## src/sv/cndt_pkg.sv

```systemverilog
`default_nettype none

package cndt_pkg;

  // configuration port
  localparam int CFG_IDX_W = 2;
  localparam int CFG_W     = 24;

  localparam logic [CFG_IDX_W-1:0] REG_IMAGE_SIZE  = 2'd0;
  localparam logic [CFG_IDX_W-1:0] REG_LOW_THR_SQ  = 2'd1;
  localparam logic [CFG_IDX_W-1:0] REG_HIGH_THR_SQ = 2'd2;

  // register field widths and limits
  localparam int SIZE_W   = 11;
  localparam int THR_W    = 24;
  localparam int MIN_SIZE = 3;
  localparam int SIZE_RST = 1024;

  // result coordinates
  localparam int COORD_W = 10;

  // direction codes
  localparam int DIR_W = 3;
  localparam logic [DIR_W-1:0] DIR_NONE = 3'd0;
  localparam logic [DIR_W-1:0] DIR_ROW  = 3'd1;
  localparam logic [DIR_W-1:0] DIR_DIAG = 3'd2;
  localparam logic [DIR_W-1:0] DIR_COL  = 3'd3;
  localparam logic [DIR_W-1:0] DIR_ANTI = 3'd4;

  // tan(22.5 deg) as 27146 / 2^16
  localparam int TAN_W     = 15;
  localparam int TAN_SHIFT = 16;
  localparam logic [TAN_W-1:0] TAN_NUM = 15'd27146;

  // result queue, power of two
  localparam int FIFO_DEPTH = 8;

  // per-stage control
  typedef struct packed {
    logic valid;
    logic report;
  } cndt_ctl_t;

  // decision flags of one centre pixel
  typedef struct packed {
    logic local_max;
    logic above_low;
    logic above_high;
  } cndt_flags_t;

endpackage

`default_nettype wire

```

## src/sv/cndt_out_fifo.sv

```systemverilog
`default_nettype none

module cndt_out_fifo import cndt_pkg::*; #(
  parameter int WIDTH = 27
) (
  input  logic             clk,
  input  logic             rst_n,
  input  logic             push,
  input  logic [WIDTH-1:0] push_data,
  output logic             pop_valid,
  input  logic             pop_ready,
  output logic [WIDTH-1:0] pop_data
);

  localparam int PTR_W = $clog2(FIFO_DEPTH);
  localparam int CNT_W = $clog2(FIFO_DEPTH + 1);

  logic [WIDTH-1:0] fifo_r [FIFO_DEPTH];
  logic [PTR_W-1:0] wr_ptr_r;
  logic [PTR_W-1:0] rd_ptr_r;
  logic [CNT_W-1:0] cnt_r;
  logic [CNT_W-1:0] cnt_nxt;
  logic             pop;

  assign pop       = pop_valid && pop_ready;
  assign pop_valid = (cnt_r != '0);
  assign pop_data  = fifo_r[rd_ptr_r];
  assign cnt_nxt   = cnt_r + CNT_W'(push) - CNT_W'(pop);

  // storage
  always_ff @(posedge clk) begin
    if (push) begin
      fifo_r[wr_ptr_r] <= push_data;
    end
  end

  // pointers and fill level
  always_ff @(posedge clk) begin
    if (!rst_n) begin
      wr_ptr_r <= '0;
      rd_ptr_r <= '0;
      cnt_r    <= '0;
    end else begin
      if (push) begin
        wr_ptr_r <= wr_ptr_r + PTR_W'(1);
      end
      if (pop) begin
        rd_ptr_r <= rd_ptr_r + PTR_W'(1);
      end
      cnt_r <= cnt_nxt;
    end
  end

endmodule

`default_nettype wire

```

## config.mk

```make
export PLATFORM = sky130hd
export DESIGN_NAME = cndt_out_fifo
export DESIGN_NICKNAME = d
export VERILOG_FILES = /design/src/sv/cndt_pkg.sv /design/src/sv/cndt_out_fifo.sv
export SDC_FILE = /design/constraint.sdc
export NUM_CORES = 1
export LEC_CHECK = 0
export ABC_AREA = 1
export BUFFER_PORTS_ARGS = -buffer_cell sky130_fd_sc_hd__buf_4
export CAP_MARGIN = 10
export CORE_MARGIN = 2
export CORE_UTILIZATION = 50
export DETAILED_ROUTE_END_ITERATION = 6
export GPL_ROUTABILITY_DRIVEN = 0
export GPL_TIMING_DRIVEN = 0
export PLACE_DENSITY = 0.66
export SYNTH_ARGS = -nofsm -noshare
export SYNTH_HDL_FRONTEND = slang
export SYNTH_SLANG_ARGS = --single-unit
```

## constraint.sdc

```tcl
create_clock -name clk -period 2.4 [get_ports clk]
set_input_delay 0.12 -clock clk [delete_from_list [all_inputs] [get_ports clk]]
set_output_delay 0.12 -clock clk [all_outputs]
set_load 0.02 [all_outputs]
```

# [After elaboration in Yosys (flattened, before gate mapping)]
# Memories as Yosys holds them, arrays and structs flattened. A register that Yosys moved wholly into a read port is not among the register bits.
# Index checks and enable logic that the tools add are counted.
[classes] n_reduce_logical=2 n_addsub=4 mux=4
[ops] cell="3-bit by 1-bit adder with 3-bit output (second input constant)" count=2
[ops] cell="3-bit two-way mux" count=2
[ops] cell="4-bit by 1-bit adder with 4-bit output" count=1
[ops] cell="4-bit nonzero test" count=1
[ops] cell="4-bit by 1-bit subtractor with 4-bit output" count=1
[ops] cell="1-bit two-way mux" count=2
[ops] cell="1-bit logical AND" count=1
[totals] ram_bits=216 input_bits=31 elab_cells=14 ff_bits=10 memories=1
[memory_table] memory="fifo_r" depth=8 word_bits=27 rd=1 rd_ports_with_merged_regs=1 write_ports=1 line="cndt_out_fifo.sv:18" rtl="logic [WIDTH-1:0] fifo_r [FIFO_DEPTH];"

# [Depth between registers and ports, before layout]
[depth] depth_word=4 depth_mapped=11

# [Worst setup path after synthesis]
# No wires, ideal clock.
[synth_timing] path_kind="reg-to-reg" startpoint="register wr_ptr_r[0]" endpoint="memory fifo_r[0][0], enable pin" synth_period_minus_slack_ns=2.218 path_slack_ns=0.182 t_arrival_ns=1.807 path_stages_with_launch=3 path_buffers=0 path_cell_list="dfxtp_1 or2_2 nor2_1"
[synth_rtl] element="start: declaration" line="cndt_out_fifo.sv:19" rtl="logic [PTR_W-1:0] wr_ptr_r;"
[synth_rtl] element="start signal: assignment" line="cndt_out_fifo.sv:45" rtl="wr_ptr_r <= wr_ptr_r + PTR_W'(1);"
[synth_rtl] element="end: declaration" line="cndt_out_fifo.sv:18"
# No word-level cell before the write port.

==> results.py <==
metrics = {
    "route": {
        "routedWlPerCell_um": 15.3,
        "viasPerCell": 4.80,
        "detail_route.iter0.violations": 456,
        "route.vias.total": 6704,
        "drt-pass1-iter-count": 5,
        "route.detailed.drc": 0,
        "ant_nets": 0,
        "routed_wl_um": 21300,
    },
    "final_layout": {
        "final_cell_mix": "423 x nand2_1, 216 x edfxtp_1, 177 x inv_1, 84 x nand3_1, 58 x buf_4",
        "final_common_cell": "nand2_1",
        "filler_cell_count": 1576,
        "stdcell_count": 1398,
        "drive_gt1_share_pct": 12.4,
        "fin_nets": 1155,
        "final_util_pct": 61.2,
        "syn_to_final_growth_pct": 20.3,
        "num_antenna_cells": 0,
    },
    "worst_setup_path": {
        "slowest_delay_ns": 0.48,
        "crit_path_end_kind": "output port",
        "worst-r2r-setup-slack_ns": 0.21,
        "critPathArrivalTime_ns": 2.07,
        "cp_slowest_cell": "clkbuf_1",
        "crit_top_cell": "nand2_1",
        "crit_chain": "buf_2 > clkbuf_1 > nand3_1 > nand2_1 > nand2_1 > nand2_1 > buf_4",
        "start_kind": "register",
        "critPathRequiredTime_ns": 2.28,
        "cp_top_family": "buffers and inverters",
        "crit_type": "reg -> out",
        "cp_max_fo": 10,
        "cp_num_buf_inv": 3,
    },
    "synthesis": {
        "ys_top_cells_by_area": "edfxtp_1 66%, nand2_1 16%, inv_1 6.7%",
        "yosysWarnings": 0,
        "synth_nets": 1035,
        "yosysTopAreaCell": "edfxtp_1",
        "seq_area_frac_synth_pct": 68.1,
        "yosysUniqueCellTypes": 21,
        "syn_inst": 997,
        "synth-seq-cells": 229,
        "netlist.area_leader.share_pct": 65.5,
        "syn_area_per_cell_sq_um": 9.93,
        "syn-cell-area_sq_um": 9900,
    },
    "grt": {
        "grt_start_max_net_pins": 28,
        "antenna_found_initial": 0,
        "grt_pass1_wl_um": 32600,
        "overflow": 0,
        "grt_pass1_vias": 6214,
        "grt_usage_pct": 20.8,
    },
    "sta": {
        "hold_slack_ns": 0.390,
        "timing.final.crit_share_pct": 91.4,
        "finalSetupViolCount": 0,
        "finClkSkew_ns": 0.00708,
        "worst_slew_pin_slew_ns": 0.997,
        "slew_violations": 0,
        "fmax_ghz": 0.456,
        "min_period_ns": 2.19,
        "rsz0062_at_grt": "false",
        "hold_viol_final": 0,
        "slew_headroom_pct": 33.4,
    },
    "die": {
        "die-area_sq_um": 20900,
        "ios": 59,
        "die_h_um": 145,
        "start_util_pct": 50.9,
        "coreArea_sq_um": 19500,
        "rows": 51,
        "die_x_um": 145,
    },
    "outcome": {
        "status": "finished, final reports clean",
    },
    "cts": {
        "clk-insertion-delay-late_ns": 0.51,
        "cts_inserted_buffers": 24,
        "clk_path_buf_depth": 3,
        "cts_tree": "yes",
        "path_clk_slew_ns": 0.06,
        "cts_setup_buffers": 0,
        "h-tree-depth": 1,
        "clkSinkCount": 229,
        "clock-root-buffer": "clkbuf_16",
    },
    "hold_path": {
        "min_path_type": "in -> reg",
    },
    "placed_design": {
        "dp.cells": 1326,
        "io_buffers": 57,
        "dp.final_hpwl_um": 13200,
    },
    "power": {
        "ir_worst_vdd_uv": 807,
        "p_leak_nw": 5.39,
        "power_density_nw_per_um2": 915,
    },
    "job": {
        "maxCapViolCount": 0,
    },
}
==> worst paths after layout <==
path / start / endpoint / depth (start not counted)
max: register / pop_data[16] / 7
min: push_data[0] / fifo_r[5][0]$_DFFE_PP_ / 2
max reg2reg: cnt_r[2]$_SDFF_PN0_ / cnt_r[2]$_SDFF_PN0_ / 10
min reg2reg: wr_ptr_r[0]$_SDFFE_PN0P_ / wr_ptr_r[0]$_SDFFE_PN0P_ / 2
==> registers in the layout, summed over array words and instances (netlist names), named ones only <==
signal / flops
wr_ptr_r: 3
cnt_r: 4
rd_ptr_r: 3
fifo_r: 216
==> repair_timing <==
| item | in CTS | in global routing |
|---|---|---|
| gates resized for setup | 0 | 6 |
| endpoints found under the hold margin | 226 | 0 |
| setup endpoints to repair | 0 | 20 |
| hold buffers | 30 | 0 |
==> metrics by stage <==
step                      area, sq um  setup WS, ns  total power (W)  TNS [ns]
final                           11900         0.205           0.0109         0
after global routing            11900        0.0707           0.0115         0
after CTS                       11900       0.00574           0.0110         0
after detailed placement        10900         0.249          0.00755         0
after global placement          10700        -0.899          0.00747   -164.98
after floorplan                  9900         0.182          0.00648         0
==> power by group <==
part | internal [W] | switching, W
Sequential | 0.00451 | 0.0000438
Combinational | 0.00103 | 0.00191
Clock | 0.00200 | 0.00141
Total | 0.00753 | 0.00337
==> metal layers <==
metal / global-route usage, % / part of all wire [%] / wire [um]
met1: 28.1 / 43 / 9180
met5: 0 / 0 / 0
met2: 35.8 / 48 / 10300
met4: 6.23 / 1.7 / 364
met3: 2.60 / 6.9 / 1460
==> Yosys cell counts <==
cell        n
buf_6       4
nand2_1   423
buf_2      28
ha_1        6
nand3_1    84
nor2_1     20
buf_4       1
dfxtp_1    13
clkbuf_1    4
clkinv_1    1
a21boi_0    1
inv_2       1
buf_1       3
nand3b_1    2
fa_1        1
inv_1     177
inv_4       1
a21oi_1     5
or2_2       2
edfxtp_1  216
o21ai_0     4
==> worst reg2reg max path, delay by kind of cell (launching register included) <==
family	cells	cell delay, ns
simple gates	1	0.15
compound gates	4	0.69
buf+inv	2	0.11
fa+ha+maj	3	0.83
flops	1	0.30
==> kinds of logic after synthesis <==
group,synth area share [%]
AND/OR/NAND/NOR,21.3
buffers and inverters,9.06
AO/OA/AOI/OAI,0.531
flip-flops,68.1
adder cells (fa/ha/maj),0.960
==> area by class of cell <==
type | instances | area (sq um) | share of cell area (%)
clock buffers | 32 | 652 | 5.47
flip-flops and latches | 229 | 6750 | 56.6
well taps | 265 | 332 | 2.78
multi-input cells | 548 | 2320 | 19.5
inverters | 180 | 682 | 5.72
plain buffers | 40 | 223 | 1.87
repair buffers | 94 | 891 | 7.48
clock inverters | 10 | 68.8 | 0.578
No activity file was read; power rests on OpenSTA's default activity.
