$ cat config.mk
export PLATFORM = sky130hd
export DESIGN_NAME = cndt_window
export DESIGN_NICKNAME = d
export VERILOG_FILES = /design/src/sv/cndt_pkg.sv /design/src/sv/cndt_window.sv
export SDC_FILE = /design/constraint.sdc
export NUM_CORES = 1
export LEC_CHECK = 0
export BUFFER_PORTS_ARGS = -buffer_cell sky130_fd_sc_hd__clkbuf_2
export CORE_MARGIN = 5
export CORE_UTILIZATION = 55
export DETAILED_ROUTE_END_ITERATION = 7
export PLACE_DENSITY = 0.84
export SLEW_MARGIN = 15
export SYNTH_ARGS = -nofsm -noshare
export SYNTH_HDL_FRONTEND = slang
export SYNTH_SLANG_ARGS = --single-unit
$ cat constraint.sdc
create_clock -name clk -period 11.86 [get_ports clk]
set_clock_uncertainty 0.1 [all_clocks]
set_input_delay 1.779 -clock clk [delete_from_list [all_inputs] [get_ports clk]]
set_output_delay 1.779 -clock clk [all_outputs]
set_load 0.1 [all_outputs]
$ cat src/sv/cndt_pkg.sv
`default_nettype none

package cndt_pkg;

  // configuration port
  localparam int CFG_IDX_W = 2;
  localparam int CFG_W     = 24;

  localparam logic [CFG_IDX_W-1:0] REG_IMAGE_SIZE  = 2'd0;
  localparam logic [CFG_IDX_W-1:0] REG_LOW_THR_SQ  = 2'd1;
  localparam logic [CFG_IDX_W-1:0] REG_HIGH_THR_SQ = 2'd2;

  // register field widths and limits
  localparam int SIZE_W   = 11;
  localparam int THR_W    = 24;
  localparam int MIN_SIZE = 3;
  localparam int SIZE_RST = 1024;

  // result coordinates
  localparam int COORD_W = 10;

  // direction codes
  localparam int DIR_W = 3;
  localparam logic [DIR_W-1:0] DIR_NONE = 3'd0;
  localparam logic [DIR_W-1:0] DIR_ROW  = 3'd1;
  localparam logic [DIR_W-1:0] DIR_DIAG = 3'd2;
  localparam logic [DIR_W-1:0] DIR_COL  = 3'd3;
  localparam logic [DIR_W-1:0] DIR_ANTI = 3'd4;

  // tan(22.5 deg) as 27146 / 2^16
  localparam int TAN_W     = 15;
  localparam int TAN_SHIFT = 16;
  localparam logic [TAN_W-1:0] TAN_NUM = 15'd27146;

  // result queue, power of two
  localparam int FIFO_DEPTH = 8;

  // per-stage control
  typedef struct packed {
    logic valid;
    logic report;
  } cndt_ctl_t;

  // decision flags of one centre pixel
  typedef struct packed {
    logic local_max;
    logic above_low;
    logic above_high;
  } cndt_flags_t;

endpackage

`default_nettype wire

$ cat src/sv/cndt_window.sv
`default_nettype none

module cndt_window import cndt_pkg::*; #(
  parameter int MAG_W = 24
) (
  input  logic              clk,
  input  logic              rst_n,
  input  logic              shift,
  input  logic [MAG_W-1:0]  col_top,
  input  logic [MAG_W-1:0]  col_mid,
  input  logic [MAG_W-1:0]  col_bot,
  input  logic [DIR_W-1:0]  col_dir,
  input  logic [THR_W-1:0]  low_thr,
  input  logic [THR_W-1:0]  high_thr,
  output logic [DIR_W-1:0]  dir_code,
  output cndt_flags_t       flags
);

  localparam int CMP_W = (MAG_W > THR_W) ? MAG_W : THR_W;

  logic [MAG_W-1:0] win_r [9];
  logic [DIR_W-1:0] dd_r  [2];
  logic [MAG_W-1:0] ctr;
  logic [MAG_W-1:0] nb_a;
  logic [MAG_W-1:0] nb_b;
  logic             has_dir;
  logic             lm;

  // 3x3 window and centre direction delay
  always_ff @(posedge clk) begin
    if (!rst_n) begin
      for (int i = 0; i < 9; i++) begin
        win_r[i] <= '0;
      end
      dd_r[0] <= DIR_NONE;
      dd_r[1] <= DIR_NONE;
    end else if (shift) begin
      for (int k = 0; k < 3; k++) begin
        win_r[k*3]   <= win_r[k*3+1];
        win_r[k*3+1] <= win_r[k*3+2];
      end
      win_r[2] <= col_top;
      win_r[5] <= col_mid;
      win_r[8] <= col_bot;
      dd_r[0]  <= dd_r[1];
      dd_r[1]  <= col_dir;
    end
  end

  assign ctr = win_r[4];

  // neighbour pair along the quantized axis
  always_comb begin
    has_dir = 1'b1;
    nb_a    = '0;
    nb_b    = '0;
    case (dd_r[0])
      DIR_ROW: begin
        nb_a = win_r[3];
        nb_b = win_r[5];
      end
      DIR_DIAG: begin
        nb_a = win_r[0];
        nb_b = win_r[8];
      end
      DIR_COL: begin
        nb_a = win_r[1];
        nb_b = win_r[7];
      end
      DIR_ANTI: begin
        nb_a = win_r[2];
        nb_b = win_r[6];
      end
      default: begin
        has_dir = 1'b0;
      end
    endcase
  end

  // strict maximum and double threshold
  assign lm               = has_dir && (ctr > nb_a) && (ctr > nb_b);
  assign flags.local_max  = lm;
  assign flags.above_low  = lm && (CMP_W'(ctr) > CMP_W'(low_thr));
  assign flags.above_high = lm && (CMP_W'(ctr) > CMP_W'(high_thr));
  assign dir_code         = dd_r[0];

endmodule

`default_nettype wire

After elaboration in Yosys (flattened, before gate mapping)
Memories as Yosys holds them, arrays and structs flattened.
Index checks and enable logic that the tools add are counted.

storage, ports and cells
  bits in registers = 0
  input bits = 126
  memories = 2
  logic and storage cells = 44
  output and inout port bits = 6
  memory bits (writable) = 222

memories
  memory  words  width  read ports  clocked after memory_dff  wr ports  line               RTL
  win_r   9      24     9           0                         9         cndt_window.sv:21  logic [MAG_W-1:0] win_r [9];
  dd_r    2      3      2           0                         2         cndt_window.sv:22  logic [DIR_W-1:0] dd_r [2];

cells by class
  bitwise gates (word level) = 11
  equality and inequality tests = 4
  multiplexer cells = 18
  reductions and logical operators = 5
  $lt $le $gt $ge = 4

operators by type and width
  kind                count
  $mux 24             9
  $pmux 24 s4         2
  $gt 24x24->1        4
  $or 1x1->1          11
  $eq 3x2->1 const B  2
  $mux 3              2
  $mux 1              5
  $logic_and 1x1->1   4
  $reduce_or 4->1     1
  $eq 3x1->1 const B  1
  $eq 3x3->1 const B  1

Depth between registers and ports, before layout
  word-level depth = 6
  depth in mapped cells = 14
  gate-level depth less buffers = 10

Worst setup path after synthesis
No wires, ideal clock.

  path kind = input to register
  from = in shift
  to = mem dd_r[0][0] (enable)
  path slack = 3769 ps
  data arrival time = 7369 ps
  required time = 11138 ps
  buffers on the path = 1
  cell stages on the path = 2
  cells stage by stage = clkbuf_1 -> nand2b_1

RTL lines
  element      line               RTL
  from (decl)  cndt_window.sv:8   input logic shift,
  to (decl)    cndt_window.sv:22

==> flow_metrics.tcl <==
set metrics [dict create \
    synth_simple_gate_area_share_pct 16.0 \
    ant_nets 0 \
    io_pins 132 \
    htreeDepth 1 \
    relSlewSlack_pct 38.2 \
    synthCells 914 \
    r2r_start "win_r[0][101]$_SDFFCE_PN0P_" \
    insertion_delay_ps 520 \
    status "completed" \
    power_switching_uw 479 \
    diodes 0 \
    antenna_found_initial 0 \
    avgSynthCellArea_sq_um 12.7 \
    cap_violations 0 \
    cts_tree "yes" \
    slowest_stage "clkbuf_2" \
    path_buf_inv 3 \
    synth-seq-cells 222 \
    clk_pin_slew_worst_paths_ps 60 \
    synth_edf_count 222 \
    first_pass_iters 6 \
    synthMuxAreaShare_pct 0 \
    p_sw_share_pct 25.3 \
    die_w_um 155 \
    netlist_area_sq_um 11600 \
    hpwl_mm 17.8 \
    fin_crit_sh_pct 52.9 \
    grt_max_degree 121 \
    required_ps 9980 \
    rsz0062_at_grt "no" \
    hold_class "reg2reg" \
    die_y_um 155 \
    final_hold_viol_count 0 \
    start_kind "input pin" \
    drtIter0Drc 723 \
    clock-sinks 222 \
    synthesis.nets 1136 \
    synth_compound_area_share_pct 11.9 \
    via_per_inst 6.35 \
    seq_area_frac_synth_pct 57.5 \
    overflow 0 \
    start_util_pct 55.5 \
    max_freq_mhz 159 \
    synth_top_cell_area_share_pct 57.5 \
    setup_ws_ps 5590 \
    wl_per_cell_um 21.2 \
    vias 8244 \
    final_area_sq_um 13100 \
    setup_viol 0 \
    yosys_warnings 0 \
    synth-async-reset-ratio_pct 0 \
    portBuffers 131 \
    power_density_nw_per_um2 144 \
    grt_pass1_wl_mm 43.0 \
    pwr-share-seq_pct 51.0 \
    synth.distinct_cells 49 \
    whs_ps 465 \
    ctsResizeCount 0 \
    final_cell_mix "225 x and3_1, 222 x edfxtp_1, 129 x clkbuf_2" \
    yosys_most_used_dff "edfxtp_1" \
    crit_arrival_ps 4390 \
    cts_hold_buf 0 \
    core_area_sq_um 20900 \
    p_comb_share_pct 12.7 \
    slowest_delay_ps 520 \
    cts_root_buffer "clkbuf_16" \
    synth_top_family_by_area "simple AND/OR/NAND/NOR gates" \
    rows 53 \
    clkPwrFrac_pct 36.3 \
    synthXorXnorAreaFrac_pct 0 \
    tightest_slew_ps 927 \
    place_area_sq_um 12400 \
    crit_chain "clkbuf_2, inv_1, ha_1, nand4_1, nor3_1, nand4_1, o31a_1, a211oi_2, clkbuf_2" \
    path_max_fanout 3 \
    crit_path_start "high_thr[23]" \
    post_cts_buffers 0 \
    intPower_uw 1410 \
    synthAdderAreaFrac_pct 10.4 \
    gp_congestion 0.882 \
    dieArea_sq_um 24100 \
    fin_tns_setup_ps 0 \
    end_kind "output pin" \
    mostFrequentLayoutCell "and3_1" \
    synth_area_leaders "edfxtp_1 58%, and3_1 12%, ha_1 10%" \
    hold_start "dd_r[0][3]$_SDFFCE_PN0P_" \
    groute.usage.overall_pct 22.2 \
    place_ws_ps 5730 \
    cts_buffer_depth 3 \
    final_nets 1229 \
    drive_gt1_share_pct 18.4 \
    critical_path_class "in2out" \
    peakVddDrop_mv 0.105 \
    syn_to_final_growth_pct 13.1 \
    drt_wl_total_mm 27.5 \
    cp_top_family "simple AND/OR/NAND/NOR gates" \
    synth_top_area_cell "edfxtp_1" \
    report.final.slew_viol_count 0 \
    min_period_ps 6270 \
    numCtsBuffers 24 \
    grt_pass1_vias 8088 \
    drc_errors 0 \
    total_leakage_power_uw 0.00628 \
]
==> routing by layer <==
layer  share of wire [%]  global-route usage, %  vias to the layer above
li1                    -                      -                     3791
met1                  40                   30.6                     4035
met2                  49                   37.3                      372
met3                 8.1                   3.23                       46
met4                 2.8                   5.84                        0
met5                   0                      0                        -
==> final cells by class <==
| class | count | area [sq um] |
|---|---|---|
| tap | 275 | 344 |
| multi-input combinational | 569 | 4460 |
| fill | 1569 | 7770 |
| sequential | 222 | 6670 |
| clock buffer | 27 | 612 |
| inverter | 50 | 188 |
| clock inverter | 16 | 108 |
| timing repair buffer | 140 | 741 |
==> sequential cells by signal, summed over array words and instances, names as in the netlist <==
| name | cells |
|---|---|
| dd_r | 6 |
| win_r | 216 |
==> Yosys cell counts, types with 2 or more instances <==
master    number
a211oi_1       4
a21o_1        12
a21oi_1       31
a221o_1        3
a221oi_1      48
a22o_1        48
and3_1       225
buf_2          9
buf_4          4
clkbuf_1      60
edfxtp_1     222
ha_1          96
inv_1         50
nand2_1       14
nand2b_1       3
nand3_1        6
nand4_1       15
nand4_2        2
nor2_1        10
nor2b_1        4
nor3_1         5
nor3b_1        2
nor4_4         2
o21a_1         4
o21ai_0       11
==> per-stage QoR <==
step	total power, uW	util, %	std cells
after detailed placement	1210	59.2	1255
after global placement	1200	59.2	1255
after floorplan	1130	-	914
after CTS	1890	62.7	1298
final	1890	62.8	1299
after global routing	1960	62.8	1299
==> cells by family (layout without fill, tap and decap cells) <==
group	after synthesis	after routing
and+or+nand+nor	297	297
DFF	222	222
buffers and inverters	123	233
AOI/OAI and AO/OA	176	176
adders and majority gates	96	96
==> final timing paths <==
check / to / slack [ps] / cells past startpoint
setup / recovery: flags[0] / 5590 / 9
hold / removal: dd_r[0][0]$_SDFFCE_PN0P_ / 460 / 1
setup reg to reg: win_r[0][77]$_SDFFCE_PN0P_ / 10700 / 1
hold reg to reg: dd_r[0][0]$_SDFFCE_PN0P_ / 460 / 1
==> power by group through the flow <==
stage	sequential [uW]	clock, uW	combinational [uW]
detailed placement	977	0	235
floorplan	967	0	167
CTS	963	694	238
global placement	975	0	223
finish	963	686	240
global route	967	727	265
Power figures use the tool's default switching activity.
