$ cat config.mk
export PLATFORM = sky130hd
export DESIGN_NAME = cndt_grad_unit
export DESIGN_NICKNAME = d
export VERILOG_FILES = /design/src/sv/cndt_pkg.sv /design/src/sv/cndt_grad_unit.sv
export SDC_FILE = /design/constraint.sdc
export NUM_CORES = 1
export LEC_CHECK = 0
export BUFFER_PORTS_ARGS = -buffer_cell sky130_fd_sc_hd__clkbuf_2
export CAP_MARGIN = 20
export CORE_ASPECT_RATIO = 1.2
export CORE_UTILIZATION = 45
export CTS_CLUSTER_SIZE = 10
export DETAILED_ROUTE_END_ITERATION = 7
export GPL_TIMING_DRIVEN = 0
export MAX_ROUTING_LAYER = met4
export PLACE_DENSITY = 0.71
export SETUP_SLACK_MARGIN = 0.2
export SYNTH_ARGS = -nofsm -noshare
export SYNTH_HDL_FRONTEND = slang
export SYNTH_SLANG_ARGS = --single-unit
$ cat constraint.sdc
create_clock -name clk -period 6.7 [get_ports clk]
set_clock_uncertainty 0.15 [all_clocks]
set_input_delay 0.67 -clock clk [delete_from_list [all_inputs] [get_ports clk]]
set_output_delay 0.67 -clock clk [all_outputs]
set_load 0.01 [all_outputs]
$ cat src/sv/cndt_pkg.sv
`default_nettype none

package cndt_pkg;

  // configuration port
  localparam int CFG_IDX_W = 2;
  localparam int CFG_W     = 24;

  localparam logic [CFG_IDX_W-1:0] REG_IMAGE_SIZE  = 2'd0;
  localparam logic [CFG_IDX_W-1:0] REG_LOW_THR_SQ  = 2'd1;
  localparam logic [CFG_IDX_W-1:0] REG_HIGH_THR_SQ = 2'd2;

  // register field widths and limits
  localparam int SIZE_W   = 11;
  localparam int THR_W    = 24;
  localparam int MIN_SIZE = 3;
  localparam int SIZE_RST = 1024;

  // result coordinates
  localparam int COORD_W = 10;

  // direction codes
  localparam int DIR_W = 3;
  localparam logic [DIR_W-1:0] DIR_NONE = 3'd0;
  localparam logic [DIR_W-1:0] DIR_ROW  = 3'd1;
  localparam logic [DIR_W-1:0] DIR_DIAG = 3'd2;
  localparam logic [DIR_W-1:0] DIR_COL  = 3'd3;
  localparam logic [DIR_W-1:0] DIR_ANTI = 3'd4;

  // tan(22.5 deg) as 27146 / 2^16
  localparam int TAN_W     = 15;
  localparam int TAN_SHIFT = 16;
  localparam logic [TAN_W-1:0] TAN_NUM = 15'd27146;

  // result queue, power of two
  localparam int FIFO_DEPTH = 8;

  // per-stage control
  typedef struct packed {
    logic valid;
    logic report;
  } cndt_ctl_t;

  // decision flags of one centre pixel
  typedef struct packed {
    logic local_max;
    logic above_low;
    logic above_high;
  } cndt_flags_t;

endpackage

`default_nettype wire

$ cat src/sv/cndt_grad_unit.sv
`default_nettype none

module cndt_grad_unit import cndt_pkg::*; #(
  parameter int GRAD_WIDTH = 12
) (
  input  logic                        clk,
  input  logic                        load,
  input  logic signed [GRAD_WIDTH-1:0] grad_x,
  input  logic signed [GRAD_WIDTH-1:0] grad_y,
  output logic [2*GRAD_WIDTH-1:0]     sq_x,
  output logic [2*GRAD_WIDTH-1:0]     sq_y,
  output logic [DIR_W-1:0]            dir
);

  localparam int GW = GRAD_WIDTH;
  localparam int SW = 2 * GW;
  localparam int PW = GW + TAN_SHIFT;

  logic signed [GW-1:0] gx_r;
  logic signed [GW-1:0] gy_r;
  logic signed [SW-1:0] px;
  logic signed [SW-1:0] py;
  logic [GW-1:0]        ax;
  logic [GW-1:0]        ay;
  logic [PW-1:0]        ax_sh;
  logic [PW-1:0]        ay_sh;
  logic [PW-1:0]        kx;
  logic [PW-1:0]        ky;
  logic                 gx_pos;
  logic                 gy_pos;
  logic [DIR_W-1:0]     dir_nxt;
  logic [SW-1:0]        sq_x_r;
  logic [SW-1:0]        sq_y_r;
  logic [DIR_W-1:0]     dir_r;

  // input register, loaded on each accepted beat
  always_ff @(posedge clk) begin
    if (load) begin
      gx_r <= grad_x;
      gy_r <= grad_y;
    end
  end

  // squares of the gradients
  assign px = gx_r * gx_r;
  assign py = gy_r * gy_r;

  // magnitudes and tangent boundary products
  assign ax     = gx_r[GW-1] ? $unsigned(-gx_r) : $unsigned(gx_r);
  assign ay     = gy_r[GW-1] ? $unsigned(-gy_r) : $unsigned(gy_r);
  assign ax_sh  = {ax, {TAN_SHIFT{1'b0}}};
  assign ay_sh  = {ay, {TAN_SHIFT{1'b0}}};
  assign kx     = PW'(TAN_NUM) * PW'(ax);
  assign ky     = PW'(TAN_NUM) * PW'(ay);
  assign gx_pos = !gx_r[GW-1] && (gx_r != '0);
  assign gy_pos = !gy_r[GW-1] && (gy_r != '0);

  // direction quantizer
  always_comb begin
    if (ax == '0 && ay == '0) begin
      dir_nxt = DIR_NONE;
    end else if (ay_sh < kx) begin
      dir_nxt = DIR_ROW;
    end else if (ax_sh < ky) begin
      dir_nxt = DIR_COL;
    end else if (gx_pos == gy_pos) begin
      dir_nxt = DIR_DIAG;
    end else begin
      dir_nxt = DIR_ANTI;
    end
  end

  // result register
  always_ff @(posedge clk) begin
    sq_x_r <= $unsigned(px);
    sq_y_r <= $unsigned(py);
    dir_r  <= dir_nxt;
  end

  assign sq_x = sq_x_r;
  assign sq_y = sq_y_r;
  assign dir  = dir_r;

endmodule

`default_nettype wire

Word level (Yosys, flattened, before mapping)
Index checks and enable logic that the tools add are counted.
Storage, ports and cells
  register bits after elaboration: 75
  input bits: 26
  logic and storage cells: 32
Operators by class
  muxes and demuxes: 5
  add/sub/neg operators: 2
  reduce and logical (&&, ||, !) cells: 11
  order comparisons: 2
  equal/unequal tests: 1
  multiply operators: 4
Operators with widths (count)
  28-bit by 27-bit < comparator with 1-bit output: 2
  14-bit by 12-bit multiplier with 26-bit output, first input constant: 2
  12-bit by 12-bit multiplier with 24-bit output: 2
  12-bit zero test: 2
  12-bit two-way mux: 2
  12-bit negation: 2
  12-bit nonzero test: 2
  1-bit logical AND: 3
  3-bit two-way mux: 1
  3-bit OR reduction: 1
  1-bit zero test: 2
  2-bit two-way mux: 1
  2-bit OR reduction: 1
  1-bit equality test: 1
  1-bit two-way mux: 1

Longest topological paths before layout
  depth after elaboration: 6
  mapped depth: 31

Least setup slack after synthesis
Ideal clock, no wire load.
  kind: flip-flop to flip-flop
  start: register gx_r[5]
  end: register dir_r[2] (netlist: dir[2])
  slack: -0.359 ns
  cell stages (with the launch flop): 28
  data arrival time: 6.832 ns
  cell sequence: edfxtp_1 or4_1 or3_4 nor4_2 ha_1 inv_1 fa_1 fa_1 inv_1 ha_1 ha_1 or3_1 o221a_2 o21ai_1 o31ai_1 a211oi_1 o21bai_1 a21oi_1 xnor2_1 ha_1 nand3_1 or2_1 nor4_1 nand4_1 nor4_1 a31oi_1 nand2b_1 nor3_1
Between the ends
  word-level cells in the longest chain between the ends: 5
Ends and longest elaborated chain
  from (decl): RTL line cndt_grad_unit.sv:19  | logic signed [GW-1:0] gx_r;
  from (signal assigned): RTL line cndt_grad_unit.sv:39  | gx_r <= grad_x;
  12-bit negation: RTL line cndt_grad_unit.sv:49  | assign ax = gx_r[GW-1] ? $unsigned(-gx_r) : $unsigned(gx_r);
  12-bit two-way mux: RTL line cndt_grad_unit.sv:49
  14-bit by 12-bit multiplier with 26-bit output / 12-bit zero test (equally long branches): RTL line cndt_grad_unit.sv:53, cndt_grad_unit.sv:60
  28-bit by 27-bit < comparator with 1-bit output / 1-bit logical AND (equally long branches): RTL line cndt_grad_unit.sv:62, cndt_grad_unit.sv:60
  3-bit OR reduction (no source line)
  to (signal assigned): RTL line cndt_grad_unit.sv:77  | dir_r <= dir_nxt;
  to (decl): RTL line cndt_grad_unit.sv:34  | logic [DIR_W-1:0] dir_r;
Parallel ways exist; a longest one is shown, timed or not.
A chain may end at the register's enable or synchronous reset.

Final worst setup path
  start: register gx_r[5]
  end: register dir_r[0] (netlist: dir[0])
Between the ends
  word-level cells in the longest chain between the ends: 5
Ends and longest elaborated chain
  12-bit negation: RTL line cndt_grad_unit.sv:49
  12-bit two-way mux (*): RTL line cndt_grad_unit.sv:49
  14-bit by 12-bit multiplier with 26-bit output / 28-bit by 27-bit < comparator with 1-bit output (equally long branches): RTL line cndt_grad_unit.sv:53, cndt_grad_unit.sv:64
  28-bit by 27-bit < comparator with 1-bit output / 2-bit two-way mux (equally long branches): RTL line cndt_grad_unit.sv:62, cndt_grad_unit.sv:64
  1-bit two-way mux: RTL line cndt_grad_unit.sv:62  | end else if (ay_sh < kx) begin
Every way passes the cells marked *; elsewhere a longest branch is shown, timed or not.

==> results.yml <==
clocking:
  cts_hold_buf: 0
  numCtsBuffers: 9
  cts_buffer_depth: 2
  cts_tree: "done"
  root_buffer: "clkbuf_16"
  clock-sinks: 73
  clk_latency_ns: 0.38
  clk_pin_slew_ns: 0.07
  cts-htree-levels: 3
synth:
  yosysWarnings: 0
  synth_top_family_by_area: "adder cells"
  ys_types: 72
  synthMuxAreaShare_pct: 0.2408
  ys.flop_type: "dfxtp_1"
  synth_edf_count: 24
  synth_area_per_cell_um2: 9.716
  synth_xor_area_share_pct: 5.669
  ys_seq_area_share_pct: 9.923
  syn_inst: 1765
  synth-compound-area-share_pct: 6.297
  synth-seq-cells: 73
  synth_fa_ha_area_share_pct: 57.08
  synthArstFlopShare_pct: 0
  yosys.area_share.simple_pct: 11.04
  syn_area_um2: 17150
route:
  wl_per_cell_um: 16.11
  ant_nets: 0
  vias_per_cell: 5.196
  drc: 0
  drt_pass1_iterations: 5
  num_vias: 12560
  drt_iter0_markers: 693
  wl_um: 38960
sta:
  whs_ns: 0.3056
  period_minus_slack_ns: 7.212
  hold_viol_final: 0
  fin_ws_ns: -0.5118
  post-route-period-util_pct: 107.6
  slew_headroom_pct: 39.71
  slew_viol_final: 0
  finalSetupViolCount: 3
  grt_setup_unrepaired: "yes"
  worstMarginPinSlew_ns: 0.9044
  timing.fmax_mhz: 138.7
finish:
  layout-drive-gt1-share_pct: 17.13
  area_growth_pct: 17.37
  nets: 2568
  final_cell_area_um2: 20130
  antenna_cells: 0
place:
  gpl.final_weighted_congestion: 0.9141
  placed_cell_area_um2: 18290
  port-buffer-count: 74
  hpwl_um: 31190
setup_path:
  worstReg2RegStart: "gx_r[5]"
  critPathMaxFanout: 4
  end_kind: "flip-flop"
  worstSetupPathType: "reg2reg"
  timing.rr.end: "dir[0]"
  cpPeakStageDelay_ns: 0.54
  critPathSlowestCell: "or4_4"
  reg2reg_slack_ns: -0.51
  cp.arrival_ns: 7.33
  required_ns: 6.82
  r2r_cells: 28
  start_kind: "flip-flop"
  path_common_cell: "ha_4"
global_routing:
  grt_pass1_wl_um: 65870
  grt_pass1_vias: 13660
  grt_max_degree: 25
  antenna_found_initial: 0
  gr-total-overflow: 0
  grt_util_all_layers_pct: 22.07
floorplan:
  die_area_um2: 38900
  initial_core_util_pct: 46.11
  die_y_um: 215.8
  ios: 77
  core.rowCount: 77
  chipWidth_um: 180.2
  core_area_um2: 37190
run:
  maxCapViolations: 0
min_path:
  hold-path-cell-count: 1
  hp-class: "in2reg"
  holdPathEnd: "gy_r[8]"
  hp-start: "grad_y[8]"
status:
  violations: "setup timing"
  status: "finished with violations"
==> synthesized netlist by cell type (all sizes together), types with 10 or more instances <==
cell	count	area [um^2]
xor2	25	219.0
fa	299	5986
edfxtp	24	720.7
nor4	12	81.33
nor2	84	315.3
ha	304	3804
o21ai	28	143.9
inv	411	1543
nor2b	15	93.84
a21o	22	166.4
nand2b	12	75.07
nor3	25	125.1
nand4	12	75.07
dfxtp	49	980.9
nand2	93	349.1
and3	12	77.57
nand3	16	80.08
xnor2	86	753.2
o21bai	10	75.07
a21oi	39	198.9
clkbuf	26	97.59
and2	64	400.4
==> layer usage <==
layer | routed length (um) | GRT usage [%]
met5 | 0 | -
met1 | 15350 | 24.83
met2 | 20450 | 38.67
met4 | 1656 | 9.829
met3 | 1504 | 3.358
==> cell usage in the layout (no fill, tap or decap), types with 30 or more instances in the layout <==
cell type and count:
dfxtp_1 49, xnor2_1 71, nor2_1 82, fa_1 294, ha_1 268, ha_4 30
nand2_1 90, a21oi_1 34, and2_1 64, clkbuf_2 83, buf_4 87, inv_1 391
==> timing repair <==
action	CTS	global route
cloned	0	0
endpoints found under the setup margin	5	7
pin swaps	73	57
setup buffers	68	20
resized for setup	94	67
==> state kept, by name, summed over array words and instances, names as in the netlist <==
name / count
gy_r: 12
dir: 3
gx_r: 12
sq_y: 23
sq_x: 23
==> metrics by stage <==
step	std cells	setup TNS, ns	setup WS [ns]	utilization, %
floorplan	1766	-0.09608	-0.06340	-
global placement	2314	-4.597	-1.583	49.19
detailed placement	2314	-4.941	-1.711	49.19
CTS	2398	-1.459	-0.4971	52.77
global route	2418	-2.387	-0.8267	54.12
finish	2418	-1.395	-0.5118	54.12
==> kinds of logic (layout without fill, tap and decap cells) <==
family | count (synthesis) | after routing
adder cells (fa/ha/maj) | 603 | 603
buffers and inverters | 442 | 620
AND/OR/NAND/NOR | 373 | 373
AO/OA/AOI/OAI | 158 | 158
XOR/XNOR | 111 | 111
flip-flops | 73 | 73
multiplexers | 4 | 4
other | 1 | 2
==> worst max-delay path, delay by kind of cell, from the launching register on <==
kind / cells / cell delay [ns]
AO/OA/AOI/OAI: 8 / 1.45
XOR/XNOR: 2 / 0.35
adder cells (fa/ha/maj): 6 / 1.89
buffers and inverters: 4 / 0.38
flip-flops: 1 / 0.45
AND/OR/NAND/NOR: 8 / 2.44
==> worst max path at each step <==
stage,from,end,cells after the start,slack (ns)
6_report,gx_r[5],dir[0],28,-0.51
5_1_grt,gx_r[3],dir[0],28,-0.83
4_1_cts,gy_r[2],dir[0],29,-0.50
3_5_place_dp,gx_r[0],dir[2],30,-1.71
3_3_place_gp,gx_r[0],dir[2],30,-1.58
2_1_floorplan,gx_r[5],dir[2],28,-0.06
==> cell type report <==
| cell class | count | area (um^2) |
|---|---|---|
| fill | 3234 | 17060 |
| multi-input combinational | 1251 | 14780 |
| sequential | 73 | 1702 |
| inverter | 412 | 1560 |
| timing repair buffer | 162 | 1042 |
| tap | 474 | 593.1 |
| clock buffer | 9 | 225.2 |
| buffer | 30 | 152.6 |
| clock inverter | 7 | 76.32 |
Power is left out: the tool's default activity adds up to more than one toggle a clock period on the data nets, which glitch-free logic cannot reach.
